## src/hdl/wfsm_pkg.sv

```systemverilog
// ----------------------------------------------------------------------------
// wfsm_pkg: shared types and constants of the frame statistics monitor
// Widths, reset values, the job record between front and back, and the
// back-end sequencer states.
// ----------------------------------------------------------------------------
`default_nettype none

package wfsm_pkg;

	localparam int TIME_W  = 24;
	localparam int COUNT_W = 16;
	localparam int SUM_W   = 32;

	// rate = tally * 1000 * 2^16 / elapsed (both times carry 8 fraction bits)
	localparam int SCALE_W = 26;
	localparam logic [SCALE_W-1:0] RATE_SCALE = SCALE_W'(65536000);

	// divider: numerator wide enough for the rate product and the time sum
	localparam int DIVN_W  = COUNT_W + SCALE_W;
	localparam int DIVHI_W = DIVN_W - TIME_W;
	localparam int DIVC_W  = (DIVHI_W > SUM_W) ? DIVHI_W : SUM_W;
	localparam int DIVK_W  = $clog2(TIME_W);

	localparam int QDEPTH = 2;
	localparam int QPTR_W = $clog2(QDEPTH);
	localparam int QCNT_W = $clog2(QDEPTH + 1);

	typedef logic [TIME_W-1:0]        time_t;
	typedef logic signed [TIME_W-1:0] stime_t;
	typedef logic [COUNT_W-1:0]       cnt_t;
	typedef logic [SUM_W-1:0]         sum_t;
	typedef logic [DIVN_W-1:0]        divn_t;
	typedef logic [DIVC_W-1:0]        divc_t;
	typedef logic [DIVK_W-1:0]        divk_t;
	typedef logic [QPTR_W-1:0]        qptr_t;
	typedef logic [QCNT_W-1:0]        qcnt_t;

	localparam time_t  WINDOW_RESET = time_t'(256000);
	localparam stime_t SPARE_MAX    = {1'b0, {(TIME_W-1){1'b1}}};
	localparam time_t  TIME_MAX     = '1;

	// one classified item handed from front to back
	typedef struct packed {
		logic   publish;
		cnt_t   tally;
		sum_t   elapsed;
		sum_t   fsum;
		time_t  longest;
		stime_t spare;
	} job_t;

	typedef enum logic [2:0] {
		BK_IDLE,
		BK_MUL,
		BK_RSTART,
		BK_RWAIT,
		BK_MSTART,
		BK_MWAIT,
		BK_EMIT
	} bk_state_t;

endpackage

`default_nettype wire

```

## src/hdl/wfsm_if.sv

```systemverilog
// ----------------------------------------------------------------------------
// wfsm_if: item channels of the frame statistics monitor
// Frame report channel and statistics result channel, valid/ready.
// ----------------------------------------------------------------------------
`default_nettype none

interface wfsm_in_if;
	logic               valid;
	logic               ready;
	wfsm_pkg::time_t    delta_time;
	wfsm_pkg::time_t    frame_time;
	wfsm_pkg::stime_t   slack_time;

	modport source (output valid, output delta_time, output frame_time,
		output slack_time, input ready);
	modport sink (input valid, input delta_time, input frame_time,
		input slack_time, output ready);
endinterface

interface wfsm_out_if;
	logic               valid;
	logic               ready;
	logic               published;
	wfsm_pkg::time_t    average_rate;
	wfsm_pkg::time_t    average_frame_time;
	wfsm_pkg::time_t    worst_frame_time;
	wfsm_pkg::stime_t   least_slack_time;

	modport source (output valid, output published, output average_rate,
		output average_frame_time, output worst_frame_time,
		output least_slack_time, input ready);
	modport sink (input valid, input published, input average_rate,
		input average_frame_time, input worst_frame_time,
		input least_slack_time, output ready);
endinterface

`default_nettype wire

```

## src/hdl/wfsm_front.sv

```systemverilog
// ----------------------------------------------------------------------------
// wfsm_front: accumulator front end
// Accepts frame reports, updates the window accumulators, decides whether
// the item closes the window and pushes a job to the queue.
// ----------------------------------------------------------------------------
`default_nettype none

module wfsm_front (
	input  wire logic            clk,
	input  wire logic            arst_n,
	wfsm_in_if.sink              frames,
	input  wire logic            cfg_we,
	input  wire wfsm_pkg::time_t cfg_wdata,
	input  wire logic            q_full,
	output logic                 push,
	output wfsm_pkg::job_t       push_job
);

	wfsm_pkg::time_t  window_q;
	wfsm_pkg::sum_t   elapsed_q;
	wfsm_pkg::cnt_t   tally_q;
	wfsm_pkg::sum_t   fsum_q;
	wfsm_pkg::time_t  longest_q;
	wfsm_pkg::stime_t spare_q;

	logic [wfsm_pkg::SUM_W:0] elapsed_add;
	logic [wfsm_pkg::SUM_W:0] fsum_add;
	wfsm_pkg::sum_t   elapsed_nx;
	wfsm_pkg::sum_t   fsum_nx;
	wfsm_pkg::cnt_t   tally_nx;
	wfsm_pkg::time_t  longest_nx;
	wfsm_pkg::stime_t spare_nx;
	logic             close_win;

	assign frames.ready = !q_full;
	assign push         = frames.valid && !q_full;

	always_comb begin
		elapsed_add = {1'b0, elapsed_q} + (wfsm_pkg::SUM_W + 1)'(frames.delta_time);
		fsum_add    = {1'b0, fsum_q} + (wfsm_pkg::SUM_W + 1)'(frames.frame_time);
		elapsed_nx  = elapsed_add[wfsm_pkg::SUM_W] ? '1 : elapsed_add[wfsm_pkg::SUM_W-1:0];
		fsum_nx     = fsum_add[wfsm_pkg::SUM_W] ? '1 : fsum_add[wfsm_pkg::SUM_W-1:0];
		tally_nx    = (tally_q == '1) ? tally_q : tally_q + 1'b1;
		longest_nx  = (frames.frame_time > longest_q) ? frames.frame_time : longest_q;
		spare_nx    = (frames.slack_time < spare_q) ? frames.slack_time : spare_q;
		close_win   = elapsed_nx >= wfsm_pkg::sum_t'(window_q);

		push_job.publish = close_win;
		push_job.tally   = tally_nx;
		push_job.elapsed = elapsed_nx;
		push_job.fsum    = fsum_nx;
		push_job.longest = longest_nx;
		push_job.spare   = spare_nx;
	end

	always_ff @(posedge clk or negedge arst_n) begin
		if (!arst_n) begin
			window_q  <= wfsm_pkg::WINDOW_RESET;
			elapsed_q <= '0;
			tally_q   <= '0;
			fsum_q    <= '0;
			longest_q <= '0;
			spare_q   <= wfsm_pkg::SPARE_MAX;
		end else begin
			if (cfg_we) begin
				window_q <= cfg_wdata;
			end
			if (push) begin
				if (close_win) begin
					elapsed_q <= '0;
					tally_q   <= '0;
					fsum_q    <= '0;
					longest_q <= '0;
					spare_q   <= wfsm_pkg::SPARE_MAX;
				end else begin
					elapsed_q <= elapsed_nx;
					tally_q   <= tally_nx;
					fsum_q    <= fsum_nx;
					longest_q <= longest_nx;
					spare_q   <= spare_nx;
				end
			end
		end
	end

endmodule

`default_nettype wire

```

## src/hdl/wfsm_fifo.sv

```systemverilog
// ----------------------------------------------------------------------------
// wfsm_fifo: job queue between front and back
// Small flop-based FIFO of classified items.
// ----------------------------------------------------------------------------
`default_nettype none

module wfsm_fifo (
	input  wire logic           clk,
	input  wire logic           arst_n,
	input  wire logic           push,
	input  wire wfsm_pkg::job_t push_job,
	output logic                full,
	input  wire logic           pop,
	output logic                vld,
	output wfsm_pkg::job_t      pop_job
);

	wfsm_pkg::job_t  mem_q [wfsm_pkg::QDEPTH];
	wfsm_pkg::qptr_t wr_q;
	wfsm_pkg::qptr_t rd_q;
	wfsm_pkg::qcnt_t cnt_q;

	assign full    = cnt_q == wfsm_pkg::qcnt_t'(wfsm_pkg::QDEPTH);
	assign vld     = cnt_q != '0;
	assign pop_job = mem_q[rd_q];

	always_ff @(posedge clk) begin
		if (push) begin
			mem_q[wr_q] <= push_job;
		end
	end

	always_ff @(posedge clk or negedge arst_n) begin
		if (!arst_n) begin
			wr_q  <= '0;
			rd_q  <= '0;
			cnt_q <= '0;
		end else begin
			if (push) begin
				wr_q <= (wr_q == wfsm_pkg::qptr_t'(wfsm_pkg::QDEPTH - 1)) ? '0 : wr_q + 1'b1;
			end
			if (pop) begin
				rd_q <= (rd_q == wfsm_pkg::qptr_t'(wfsm_pkg::QDEPTH - 1)) ? '0 : rd_q + 1'b1;
			end
			unique case ({push, pop})
				2'b10:   cnt_q <= cnt_q + 1'b1;
				2'b01:   cnt_q <= cnt_q - 1'b1;
				default: cnt_q <= cnt_q;
			endcase
		end
	end

	a_no_overflow: assert property (@(posedge clk) disable iff (!arst_n)
		full |-> !push)
		else $error("job pushed into full queue");

	a_no_underflow: assert property (@(posedge clk) disable iff (!arst_n)
		pop |-> vld)
		else $error("job popped from empty queue");

endmodule

`default_nettype wire

```

## src/hdl/wfsm_div.sv

```systemverilog
// ----------------------------------------------------------------------------
// wfsm_div: shared restoring divider
// One quotient bit per cycle; a quotient that cannot fit the time width is
// caught up front and returned as all ones.
// ----------------------------------------------------------------------------
`default_nettype none

module wfsm_div (
	input  wire logic            clk,
	input  wire logic            arst_n,
	input  wire logic            start,
	input  wire wfsm_pkg::divn_t num,
	input  wire wfsm_pkg::sum_t  den,
	output logic                 done,
	output wfsm_pkg::time_t      quot
);

	logic            busy_q;
	logic            done_q;
	wfsm_pkg::divk_t cnt_q;
	wfsm_pkg::sum_t  rem_q;
	wfsm_pkg::sum_t  den_q;
	wfsm_pkg::time_t nlo_q;
	wfsm_pkg::time_t quot_q;

	logic [wfsm_pkg::DIVHI_W-1:0] num_hi;
	logic                         sat;
	logic [wfsm_pkg::SUM_W+1:0]   trial_ext;
	logic [wfsm_pkg::SUM_W+1:0]   trial_sub;
	logic                         fits;

	assign done = done_q;
	assign quot = quot_q;

	always_comb begin
		num_hi    = num[wfsm_pkg::DIVN_W-1:wfsm_pkg::TIME_W];
		// quotient overflows the time width when num / 2^TIME_W >= den
		sat       = wfsm_pkg::divc_t'(num_hi) >= wfsm_pkg::divc_t'(den);
		trial_ext = {1'b0, rem_q, nlo_q[wfsm_pkg::TIME_W-1]};
		trial_sub = trial_ext - {2'b00, den_q};
		fits      = !trial_sub[wfsm_pkg::SUM_W+1];
	end

	always_ff @(posedge clk or negedge arst_n) begin
		if (!arst_n) begin
			busy_q <= 1'b0;
			done_q <= 1'b0;
			cnt_q  <= '0;
		end else begin
			done_q <= 1'b0;
			if (start) begin
				cnt_q <= '0;
				if (sat) begin
					done_q <= 1'b1;
				end else begin
					busy_q <= 1'b1;
				end
			end else if (busy_q) begin
				cnt_q <= cnt_q + 1'b1;
				if (cnt_q == wfsm_pkg::divk_t'(wfsm_pkg::TIME_W - 1)) begin
					busy_q <= 1'b0;
					done_q <= 1'b1;
				end
			end
		end
	end

	always_ff @(posedge clk) begin
		if (start) begin
			den_q <= den;
			nlo_q <= num[wfsm_pkg::TIME_W-1:0];
			rem_q <= wfsm_pkg::sum_t'(num_hi);
			if (sat) begin
				quot_q <= wfsm_pkg::TIME_MAX;
			end
		end else if (busy_q) begin
			rem_q  <= fits ? trial_sub[wfsm_pkg::SUM_W-1:0] : trial_ext[wfsm_pkg::SUM_W-1:0];
			quot_q <= {quot_q[wfsm_pkg::TIME_W-2:0], fits};
			nlo_q  <= {nlo_q[wfsm_pkg::TIME_W-2:0], 1'b0};
		end
	end

endmodule

`default_nettype wire

```

## src/hdl/wfsm_back.sv

```systemverilog
// ----------------------------------------------------------------------------
// wfsm_back: publishing back end
// Pops jobs, runs the rate and mean divisions for items that close a window,
// keeps the published values and drives the result register.
// ----------------------------------------------------------------------------
`default_nettype none

module wfsm_back (
	input  wire logic           clk,
	input  wire logic           arst_n,
	input  wire logic           q_vld,
	input  wire wfsm_pkg::job_t q_job,
	output logic                pop,
	wfsm_out_if.source          stats
);

	wfsm_pkg::bk_state_t state_q;
	wfsm_pkg::bk_state_t state_nx;

	wfsm_pkg::job_t   job_q;
	wfsm_pkg::divn_t  prod_q;
	wfsm_pkg::time_t  rate_q;
	wfsm_pkg::time_t  mean_q;
	wfsm_pkg::time_t  shown_rate_q;
	wfsm_pkg::time_t  shown_mean_q;
	wfsm_pkg::time_t  shown_longest_q;
	wfsm_pkg::stime_t shown_spare_q;

	logic             out_vld_q;
	logic             out_pub_q;
	wfsm_pkg::time_t  out_rate_q;
	wfsm_pkg::time_t  out_mean_q;
	wfsm_pkg::time_t  out_longest_q;
	wfsm_pkg::stime_t out_spare_q;

	logic out_free;
	logic load_job;
	logic load_prod;
	logic div_start;
	logic div_mean;
	logic grab_rate;
	logic grab_mean;
	logic emit_plain;
	logic emit_pub;

	wfsm_pkg::divn_t div_num;
	wfsm_pkg::sum_t  div_den;
	logic            div_done;
	wfsm_pkg::time_t div_quot;

	assign out_free = !out_vld_q || stats.ready;

	assign stats.valid              = out_vld_q;
	assign stats.published          = out_pub_q;
	assign stats.average_rate       = out_rate_q;
	assign stats.average_frame_time = out_mean_q;
	assign stats.worst_frame_time   = out_longest_q;
	assign stats.least_slack_time   = out_spare_q;

	assign div_num = div_mean ? wfsm_pkg::divn_t'(job_q.fsum) : prod_q;
	assign div_den = div_mean ? wfsm_pkg::sum_t'(job_q.tally) : job_q.elapsed;

	wfsm_div u_div (
		.clk    (clk),
		.arst_n (arst_n),
		.start  (div_start),
		.num    (div_num),
		.den    (div_den),
		.done   (div_done),
		.quot   (div_quot)
	);

	always_comb begin
		state_nx = state_q;
		unique case (state_q)
			wfsm_pkg::BK_IDLE: begin
				if (q_vld && out_free && q_job.publish) begin
					state_nx = wfsm_pkg::BK_MUL;
				end
			end
			wfsm_pkg::BK_MUL:    state_nx = wfsm_pkg::BK_RSTART;
			wfsm_pkg::BK_RSTART: state_nx = wfsm_pkg::BK_RWAIT;
			wfsm_pkg::BK_RWAIT: begin
				if (div_done) begin
					state_nx = wfsm_pkg::BK_MSTART;
				end
			end
			wfsm_pkg::BK_MSTART: state_nx = wfsm_pkg::BK_MWAIT;
			wfsm_pkg::BK_MWAIT: begin
				if (div_done) begin
					state_nx = wfsm_pkg::BK_EMIT;
				end
			end
			wfsm_pkg::BK_EMIT: begin
				if (out_free) begin
					state_nx = wfsm_pkg::BK_IDLE;
				end
			end
			default: state_nx = wfsm_pkg::BK_IDLE;
		endcase
	end

	always_comb begin
		pop        = 1'b0;
		load_job   = 1'b0;
		load_prod  = 1'b0;
		div_start  = 1'b0;
		div_mean   = 1'b0;
		grab_rate  = 1'b0;
		grab_mean  = 1'b0;
		emit_plain = 1'b0;
		emit_pub   = 1'b0;
		unique case (state_q)
			wfsm_pkg::BK_IDLE: begin
				if (q_vld && out_free) begin
					pop        = 1'b1;
					load_job   = q_job.publish;
					emit_plain = !q_job.publish;
				end
			end
			wfsm_pkg::BK_MUL:    load_prod = 1'b1;
			wfsm_pkg::BK_RSTART: div_start = 1'b1;
			wfsm_pkg::BK_RWAIT:  grab_rate = div_done;
			wfsm_pkg::BK_MSTART: begin
				div_start = 1'b1;
				div_mean  = 1'b1;
			end
			wfsm_pkg::BK_MWAIT: begin
				div_mean  = 1'b1;
				grab_mean = div_done;
			end
			wfsm_pkg::BK_EMIT:   emit_pub = out_free;
			default: ;
		endcase
	end

	always_ff @(posedge clk or negedge arst_n) begin
		if (!arst_n) begin
			state_q         <= wfsm_pkg::BK_IDLE;
			out_vld_q       <= 1'b0;
			shown_rate_q    <= '0;
			shown_mean_q    <= '0;
			shown_longest_q <= '0;
			shown_spare_q   <= '0;
		end else begin
			state_q <= state_nx;
			if (emit_plain || emit_pub) begin
				out_vld_q <= 1'b1;
			end else if (stats.ready) begin
				out_vld_q <= 1'b0;
			end
			if (emit_pub) begin
				shown_rate_q    <= rate_q;
				shown_mean_q    <= mean_q;
				shown_longest_q <= job_q.longest;
				shown_spare_q   <= job_q.spare;
			end
		end
	end

	always_ff @(posedge clk) begin
		if (load_job) begin
			job_q <= q_job;
		end
		if (load_prod) begin
			prod_q <= wfsm_pkg::divn_t'(job_q.tally) * wfsm_pkg::divn_t'(wfsm_pkg::RATE_SCALE);
		end
		if (grab_rate) begin
			rate_q <= div_quot;
		end
		if (grab_mean) begin
			mean_q <= div_quot;
		end
		if (emit_pub) begin
			out_pub_q     <= 1'b1;
			out_rate_q    <= rate_q;
			out_mean_q    <= mean_q;
			out_longest_q <= job_q.longest;
			out_spare_q   <= job_q.spare;
		end else if (emit_plain) begin
			out_pub_q     <= 1'b0;
			out_rate_q    <= shown_rate_q;
			out_mean_q    <= shown_mean_q;
			out_longest_q <= shown_longest_q;
			out_spare_q   <= shown_spare_q;
		end
	end

	a_div_done_waited: assert property (@(posedge clk) disable iff (!arst_n)
		div_done |-> (state_q == wfsm_pkg::BK_RWAIT || state_q == wfsm_pkg::BK_MWAIT))
		else $error("divider finished with no division pending");

	// while the tally counts every frame, the (possibly saturated) sum cannot
	// average above the longest frame; a saturated tally lets the sum run ahead
	a_mean_le_worst: assert property (@(posedge clk) disable iff (!arst_n)
		(emit_pub && job_q.tally != '1) |-> (mean_q <= job_q.longest))
		else $error("published mean frame time exceeds worst frame time");

endmodule

`default_nettype wire

```

## src/hdl/windowed_frame_stats_monitor_core.sv

```systemverilog
// ----------------------------------------------------------------------------
// windowed_frame_stats_monitor_core: windowed frame statistics monitor
// Sums frame reports over a time window and publishes rate, mean frame time,
// worst frame time and least spare time each time the window closes.
// ----------------------------------------------------------------------------
// Usage:
//  frames: one frame report per item (delta, frame time, signed spare time,
//  all Q16.8 ms). stats: one result item per frame item, in order, with the
//  currently published values and a flag set when that item closed a window.
//  cfg_we/cfg_wdata write the window length; write only while idle.
// Flow: the front updates the accumulators in the accept cycle
//  and queues the item (two-entry queue). An item that does not close the
//  window goes through the queue and the result register to stats; frames keep flowing at
//  one item per cycle while stats is taken. An item that closes the window
//  runs the shared bit-serial divider twice (rate, then mean) after a
//  multiply state; a saturating quotient ends its division early. The front
//  keeps accepting until the queue fills.
// Reset: accumulators clear, the spare minimum goes to the largest positive
//  value, published values read zero, window length is 1000 ms.
// Stall: a stalled stats holds its item; the queue fills and frames.ready
//  drops. No item is lost.
// ----------------------------------------------------------------------------
`default_nettype none

module windowed_frame_stats_monitor_core (
	input  wire logic            clk,
	input  wire logic            arst_n,
	wfsm_in_if.sink              frames,
	wfsm_out_if.source           stats,
	input  wire logic            cfg_we,
	input  wire wfsm_pkg::time_t cfg_wdata
);

	logic           push;
	wfsm_pkg::job_t push_job;
	logic           q_full;
	logic           pop;
	logic           q_vld;
	wfsm_pkg::job_t q_job;

	wfsm_front u_front (
		.clk       (clk),
		.arst_n    (arst_n),
		.frames    (frames),
		.cfg_we    (cfg_we),
		.cfg_wdata (cfg_wdata),
		.q_full    (q_full),
		.push      (push),
		.push_job  (push_job)
	);

	wfsm_fifo u_fifo (
		.clk      (clk),
		.arst_n   (arst_n),
		.push     (push),
		.push_job (push_job),
		.full     (q_full),
		.pop      (pop),
		.vld      (q_vld),
		.pop_job  (q_job)
	);

	wfsm_back u_back (
		.clk    (clk),
		.arst_n (arst_n),
		.q_vld  (q_vld),
		.q_job  (q_job),
		.pop    (pop),
		.stats  (stats)
	);

endmodule

`default_nettype wire

```

## src/flat_wrapper.sv

```systemverilog
// flat-port wrapper written by rule: the top's interface ports become plain ports
module windowed_frame_stats_monitor_core_flat 
  (clk, arst_n, cfg_we, cfg_wdata, frames_valid, frames_delta_time, frames_frame_time, frames_slack_time, frames_ready, stats_valid, stats_published, stats_average_rate, stats_average_frame_time, stats_worst_frame_time, stats_least_slack_time, stats_ready);
  wfsm_in_if frames_i ();
  wfsm_out_if stats_i ();
  input  wire logic clk;
  input  wire logic arst_n;
  input  wire logic cfg_we;
  input  wire wfsm_pkg::time_t cfg_wdata;
  input wire logic [$bits(frames_i.valid)-1:0] frames_valid;
  input wire logic [$bits(frames_i.delta_time)-1:0] frames_delta_time;
  input wire logic [$bits(frames_i.frame_time)-1:0] frames_frame_time;
  input wire logic [$bits(frames_i.slack_time)-1:0] frames_slack_time;
  output wire logic [$bits(frames_i.ready)-1:0] frames_ready;
  output wire logic [$bits(stats_i.valid)-1:0] stats_valid;
  output wire logic [$bits(stats_i.published)-1:0] stats_published;
  output wire logic [$bits(stats_i.average_rate)-1:0] stats_average_rate;
  output wire logic [$bits(stats_i.average_frame_time)-1:0] stats_average_frame_time;
  output wire logic [$bits(stats_i.worst_frame_time)-1:0] stats_worst_frame_time;
  output wire logic [$bits(stats_i.least_slack_time)-1:0] stats_least_slack_time;
  input wire logic [$bits(stats_i.ready)-1:0] stats_ready;
  assign frames_i.valid = frames_valid;
  assign frames_i.delta_time = frames_delta_time;
  assign frames_i.frame_time = frames_frame_time;
  assign frames_i.slack_time = frames_slack_time;
  assign frames_ready = frames_i.ready;
  assign stats_valid = stats_i.valid;
  assign stats_published = stats_i.published;
  assign stats_average_rate = stats_i.average_rate;
  assign stats_average_frame_time = stats_i.average_frame_time;
  assign stats_worst_frame_time = stats_i.worst_frame_time;
  assign stats_least_slack_time = stats_i.least_slack_time;
  assign stats_i.ready = stats_ready;
  windowed_frame_stats_monitor_core u_core (.clk(clk), .arst_n(arst_n), .frames(frames_i), .stats(stats_i), .cfg_we(cfg_we), .cfg_wdata(cfg_wdata));
endmodule
```

## config.mk

```make
export PLATFORM = sky130hd
export DESIGN_NAME = windowed_frame_stats_monitor_core_flat
export DESIGN_NICKNAME = d
export VERILOG_FILES = /design/src/hdl/wfsm_pkg.sv /design/src/hdl/wfsm_if.sv /design/src/hdl/wfsm_front.sv /design/src/hdl/wfsm_fifo.sv /design/src/hdl/wfsm_div.sv /design/src/hdl/wfsm_back.sv /design/src/hdl/windowed_frame_stats_monitor_core.sv /design/src/flat_wrapper.sv
export SDC_FILE = /design/constraint.sdc
export NUM_CORES = 2
export LEC_CHECK = 0
export BUFFER_PORTS_ARGS = -buffer_cell sky130_fd_sc_hd__clkbuf_2
export CORE_ASPECT_RATIO = 1.75
export CORE_UTILIZATION = 40
export DETAILED_ROUTE_END_ITERATION = 10
export PLACE_DENSITY = 0.58
export SETUP_SLACK_MARGIN = 0.15
export SLEW_MARGIN = 20
export SYNTH_ARGS = -nofsm -noshare
export SYNTH_HDL_FRONTEND = slang
export SYNTH_SLANG_ARGS = --single-unit
```

## constraint.sdc

```tcl
create_clock -name clk -period 22.5 [get_ports clk]
set_input_delay 3.375 -clock clk [delete_from_list [all_inputs] [get_ports clk]]
set_output_delay 3.375 -clock clk [all_outputs]
set_load 0.05 [all_outputs]
```

After elaboration in Yosys (flattened, before gate mapping)
Memories as Yosys holds them, arrays and structs flattened.
Cells that the tools add are included.
Word-level totals
  flip-flop bits (word level): 671
  bits in latches: 0
  memory bits (writable): 258
  input port bits: 101
  ROM bits: 0
  memories: 1
  logic and storage cells: 149
Memories
  u_core.u_fifo.mem_q: words 2, width 129, read ports 1, clocked after memory_dff 0, wr ports 1, line wfsm_fifo.sv:18  | wfsm_pkg::job_t mem_q [wfsm_pkg::QDEPTH];
Cells by class
  reductions and logical operators: 19
  divide/modulo/power cells: 0
  bitwise gates (word level): 0
  $mul: 1
  multiplexer cells: 62
  add/sub/neg operators: 9
  equal/unequal tests: 17
  magnitude comparators: 4
  shifts and indexed selects: 0
Operators by type and width (number)
  two-way mux 24 bit: 17
  two-way mux 32 bit: 6
  adder 32 x 24 -> 33 bit: 2
  two-way mux 42 bit: 1
  two-way mux 18 bit: 2
  subtractor 33 x 32 -> 34 bit: 1
  >= comparator 18 x 32 -> 1 bit: 1
  >= comparator 32 x 24 -> 1 bit: 1
  two-way mux 16 bit: 2
  two-way mux 1 bit: 26
  > comparator 24 bit: 1
  < comparator 24 bit: 1
  multiplier 16 x 7 -> 23 bit (second input constant): 1
  one-hot mux 3 bit (7 select lines): 1
  adder 16 x 1 -> 16 bit (second input constant): 1
  == test 16 bit (second input constant): 1
  two-way mux 3 bit: 4
  two-way mux 5 bit: 2
  nonzero test 2 bit: 5
  == test 3 bit (second input constant): 3
  == test 3 x 2 -> 1 bit (second input constant): 2
  != test 2 x 1 -> 1 bit (second input constant): 3
  != test 2 bit (second input constant): 3
  adder 5 x 1 -> 5 bit (second input constant): 1
  other kinds (15): 24

Depth between registers and ports, before layout
  depth after elaboration: 7
  depth in mapped cells: 24
  mapped depth without buffers: 21

By module
From an unflattened synthesis, not the netlist that was laid out.
Unflattened totals
  cell total of the unflattened synthesis: 3577
  area, all modules: 44073.5 um^2
Modules (own cells, without submodules)
  wfsm_back: area each 16045.4 um^2, cells an instance 1162, times used 1
  wfsm_front: area each 11384.7 um^2, cells an instance 1323, times used 1
  wfsm_fifo: area each 9521.6 um^2, cells an instance 417, times used 1
  wfsm_div: area each 7121.8 um^2, cells an instance 675, times used 1

Least setup slack after synthesis
No wires, ideal clock.
  path kind: input port to flip-flop
  from: input port stats_ready
  to: register u_core.u_back.job_q[0] (netlist name), enable pin
  setup slack: 12094 ps
  data arrival time: 9774 ps
  stages: 4
  data required time: 21869 ps
  setup time: 631 ps
  cells stage by stage: nand2b_1 > o21ai_0 > nor4_1 > nor2b_1
Between the ends
  longest elaborated chain between the ends: 4
RTL lines
  start: declaration: line flat_wrapper.sv:21  | input wire logic [$bits(stats_i.ready)-1:0] stats_ready;
  logical OR 1 bit: line wfsm_back.sv:51  | assign out_free = !out_vld_q || stats.ready;
  logical AND 1 bit: line wfsm_back.sv:115  | if (q_vld && out_free) begin
  two-way mux 1 bit: line wfsm_back.sv:115
  two-way mux 1 bit: line wfsm_back.sv:113  | unique case (state_q)
  via u_core.u_back.load_job: line wfsm_back.sv:37  | logic load_job;
  end signal: assignment: line wfsm_back.sv:163  | job_q <= q_job;
  end: declaration: line wfsm_back.sv:20  | wfsm_pkg::job_t job_q;
The timed path passes the listed nets, and every way through them passes these cells.
A chain may end at the register's enable or synchronous reset.

==> results.sh <==
export IMPL_synth_top_area_cell="edfxtp_1"
export IMPL_io_buffer_count=199
export IMPL_die_x_um=249.9
export IMPL_hold_ws_ps=443.6
export IMPL_slew_viol_final=0
export IMPL_synth_nets=3564
export IMPL_dpl_hpwl_mm=62.53
export IMPL_synth_edff_count=651
export IMPL_gp_congestion=0.8215
export IMPL_numCtsBuffers=87
export IMPL_grt_overflow_total=0
export IMPL_ys_async_sr_fraction_pct=28.31
export IMPL_synth_commonest_cells="edfxtp_1, mux2_2, dfrtp_1, ha_1, inv_1"
export IMPL_worstSkewPairLatency_ps=690
export IMPL_hp_class="reg -> reg"
export IMPL_drive_above_1_share_pct=20.20
export IMPL_synth_cell_type_count=73
export IMPL_worst_pin_slew_ps=1078
export IMPL_routed_wl_mm=92.86
export IMPL_synth_seq_cells=929
export IMPL_grt_pass1_vias=26271
export IMPL_fin_nets=3774
export IMPL_rows=158
export IMPL_post_place_ws_ps=12030
export IMPL_worst_slack_ps=12670
export IMPL_diodes=0
export IMPL_min_period_ps=9829
export IMPL_grt_setup_unrepaired="false"
export IMPL_fp_dieH_um=435.9
export IMPL_ir_worst_vdd_uv=88.67
export IMPL_seq_area_um2=26470
export IMPL_cts_sinks=929
export IMPL_yosysMostFrequentCell="edfxtp_1"
export IMPL_avgSynthCellArea_um2=13.53
export IMPL_vias_per_cell=5.211
export IMPL_synth_top_cell_area_share_pct=45.43
export IMPL_syn_to_final_growth_pct=12.87
export IMPL_dr_pass1_iters=5
export IMPL_drt_iter0_markers=1112
export IMPL_antenna_found_initial=2
export IMPL_ant_nets=0
export IMPL_finClkSkew_ps=32.11
export IMPL_io_pins=200
export IMPL_start_util_pct=40.46
export IMPL_hold_viol=0
export IMPL_ctsResizeCount=0
export IMPL_critical_path_buf_inv_count=3
export IMPL_worstPathCellList="clkbuf_2 > ha_1 > fa_1 > a21o_1 > a31oi_1 > o31ai_1 > buf_4 > o21ai_2 > nand3_1 > a211o_1 > nand2_1 > o21ai_0 > ha_1 > and4_1 > a311oi_1 > o21ai_0 > a21oi_1 > o211ai_1 > nor3_1 > nand4_1 > nor3_4 > buf_4 > a22o_1"
export IMPL_netlist_area_um2=43030
export IMPL_fin_tns_setup_ps=0
export IMPL_worst_setup_path_start_kind="input pin"
export IMPL_root_buffer="clkbuf_16"
export IMPL_status="finished clean"
export IMPL_fin_crit_sh_pct=43.68
export IMPL_grt_max_degree=129
export IMPL_max_freq_mhz=101.7
export IMPL_drc=0
export IMPL_power_leakage_nw=20.11
export IMPL_max_slew_margin_pct=27.45
export IMPL_routedWlPerCell_um=19.24
export IMPL_worstSetupEndpointType="flip-flop"
export IMPL_clk_pin_slew_ps=60
export IMPL_pwr_density_cell_nw_per_um2=132.2
export IMPL_ys_top_cells_by_area="edfxtp_1, dfrtp_1, mux2_2"
export IMPL_grt_usage_pct=17.28
export IMPL_cpPeakStageDelay_ps=850
export IMPL_synthFlopType="edfxtp_1"
export IMPL_setup_viol=0
export IMPL_ys_warnings_count=0
export IMPL_synth_cells=3181
export IMPL_critPathTopFamily="compound AO/OA/AOI/OAI gates"
export IMPL_cts_tree="yes"
export IMPL_maxCapViolCount=0
export IMPL_core_um2=106400
export IMPL_grt_pass1_wl_mm=147.5
export IMPL_crit_type="in -> reg"
export IMPL_cts_path_max_buffers=3
export IMPL_yosysSeqAreaShare_pct=61.51
export IMPL_ctsHoldBuffers=0
export IMPL_dieArea_um2=108900
export IMPL_crit_required_ps=23100
export IMPL_htreeDepth=3
export IMPL_fillers=9583
export IMPL_crit_fanout=71
export IMPL_fin_util_pct=45.66
export IMPL_post_cts_setup_buffer_count=0
export IMPL_multi_input_area_um2=15380
export IMPL_crit_arrival_ps=10430
export IMPL_crit_slowest_cell="nor3_4"
export IMPL_vias=25149
[metal layers]
layer  global-route usage (%)  vias up  wire (um)
met5                        0        -         26
met4                    6.173        4       2675
met3                    3.121      144       3880
met2                    31.01      435      47620
met1                    20.52    12435      38660
li1                         -    12131          -
[power breakdown]
| part | total, mW | internal (mW) | switching, mW |
|---|---|---|---|
| clock network | 1.51 | 0.844 | 0.665 |
| logic | 2.34 | 0.952 | 1.39 |
| registers | 2.57 | 2.41 | 0.159 |
| total | 6.42 | 4.21 | 2.21 |
[flip-flops by register name, summed over array words and instances (netlist names), 32 cells and up]
name,flops
u_core.u_fifo.mem_q,258
u_core.u_front.fsum_q,32
u_core.u_front.elapsed_q,32
u_core.u_back.u_div.rem_q,32
u_core.u_back.u_div.den_q,32
u_core.u_back.job_q,128
[worst paths after layout]
| kind | cells after the start | to | startpoint | slack, ps |
|---|---|---|---|---|
| worst max register to register | 22 | u_core.u_front.longest_q[15]$_DFFE_PN0P_ | u_core.u_front.elapsed_q[0]$_DFFE_PN0P_ | 15050 |
| min in group asynchronous | 1 | u_core.u_front.elapsed_q[16]$_DFFE_PN0P_ | arst_n | 2770 |
| worst min-delay path | 2 | u_core.u_back.stats.published$_SDFFE_PP1P_ | u_core.u_back.stats.published$_SDFFE_PP1P_ | 440 |
| max in group asynchronous | 3 | u_core.u_fifo.rd_q$_DFFE_PN0P_ | arst_n | 17400 |
| worst max-delay path | 23 | u_core.u_front.longest_q[15]$_DFFE_PN0P_ | frames_delta_time[0] | 12670 |
| worst min register to register | 2 | u_core.u_back.stats.published$_SDFFE_PP1P_ | u_core.u_back.stats.published$_SDFFE_PP1P_ | 440 |
[per-stage QoR]
stage / std cells / cell area (um^2) / total power, mW
2_1_floorplan: 3181 / 43030 / 4.355
3_3_place_gp: 4661 / 45620 / 4.927
3_5_place_dp: 4661 / 45620 / 4.971
4_1_cts: 4825 / 48540 / 6.509
5_1_grt: 4826 / 48560 / 6.854
6_report: 4826 / 48560 / 6.418
[kinds of logic (layout without fill, tap and decap cells)]
kind of cell | count (synthesis) | in the layout | synth area share, %
flip-flops | 929 | 929 | 61.51
AO/OA/AOI/OAI | 640 | 640 | 10.12
AND/OR/NAND/NOR | 635 | 635 | 7.232
buffers and inverters | 328 | 613 | 2.920
adder cells (fa/ha/maj) | 282 | 282 | 9.195
multiplexers | 275 | 275 | 7.153
XOR/XNOR | 92 | 92 | 1.873
[placed cells by master, fill, tap and decap left out, types with 24 or more instances in the layout]
master,netlist,final
edfxtp_1,651,651
mux2_2,259,259
dfrtp_1,234,233
ha_1,225,225
inv_1,218,218
nand2_1,208,207
clkbuf_2,0,198
o21ai_0,154,153
a21oi_1,125,125
nor2_1,120,116
a22o_1,108,108
clkbuf_16,0,89
a21o_1,62,62
fa_1,57,57
xnor2_1,55,55
nand3_1,50,49
and2_1,48,47
o21a_1,40,40
xor2_1,37,37
or3_1,35,35
dfstp_2,29,29
nor3_1,28,28
buf_4,1,28
and3_1,25,24
nor2b_1,26,24
o22a_1,24,24
[tightest hold or removal path: stages (launching register included)]
cell and delay (ps):
dfxtp_1 310, nand2_1 50, nand2_1 40
[final cells by class]
type                            count  share of cell area [%]
Timing Repair Buffer              229                   2.602
Multi-Input combinational cell   1924                   31.67
Clock inverter                     46                   1.033
Inverter                          220                   1.706
Tap cell                         1360                   3.504
Sequential cell                   929                   54.51
Clock buffer                      118                   4.975
Power figures use the tool's default switching activity.
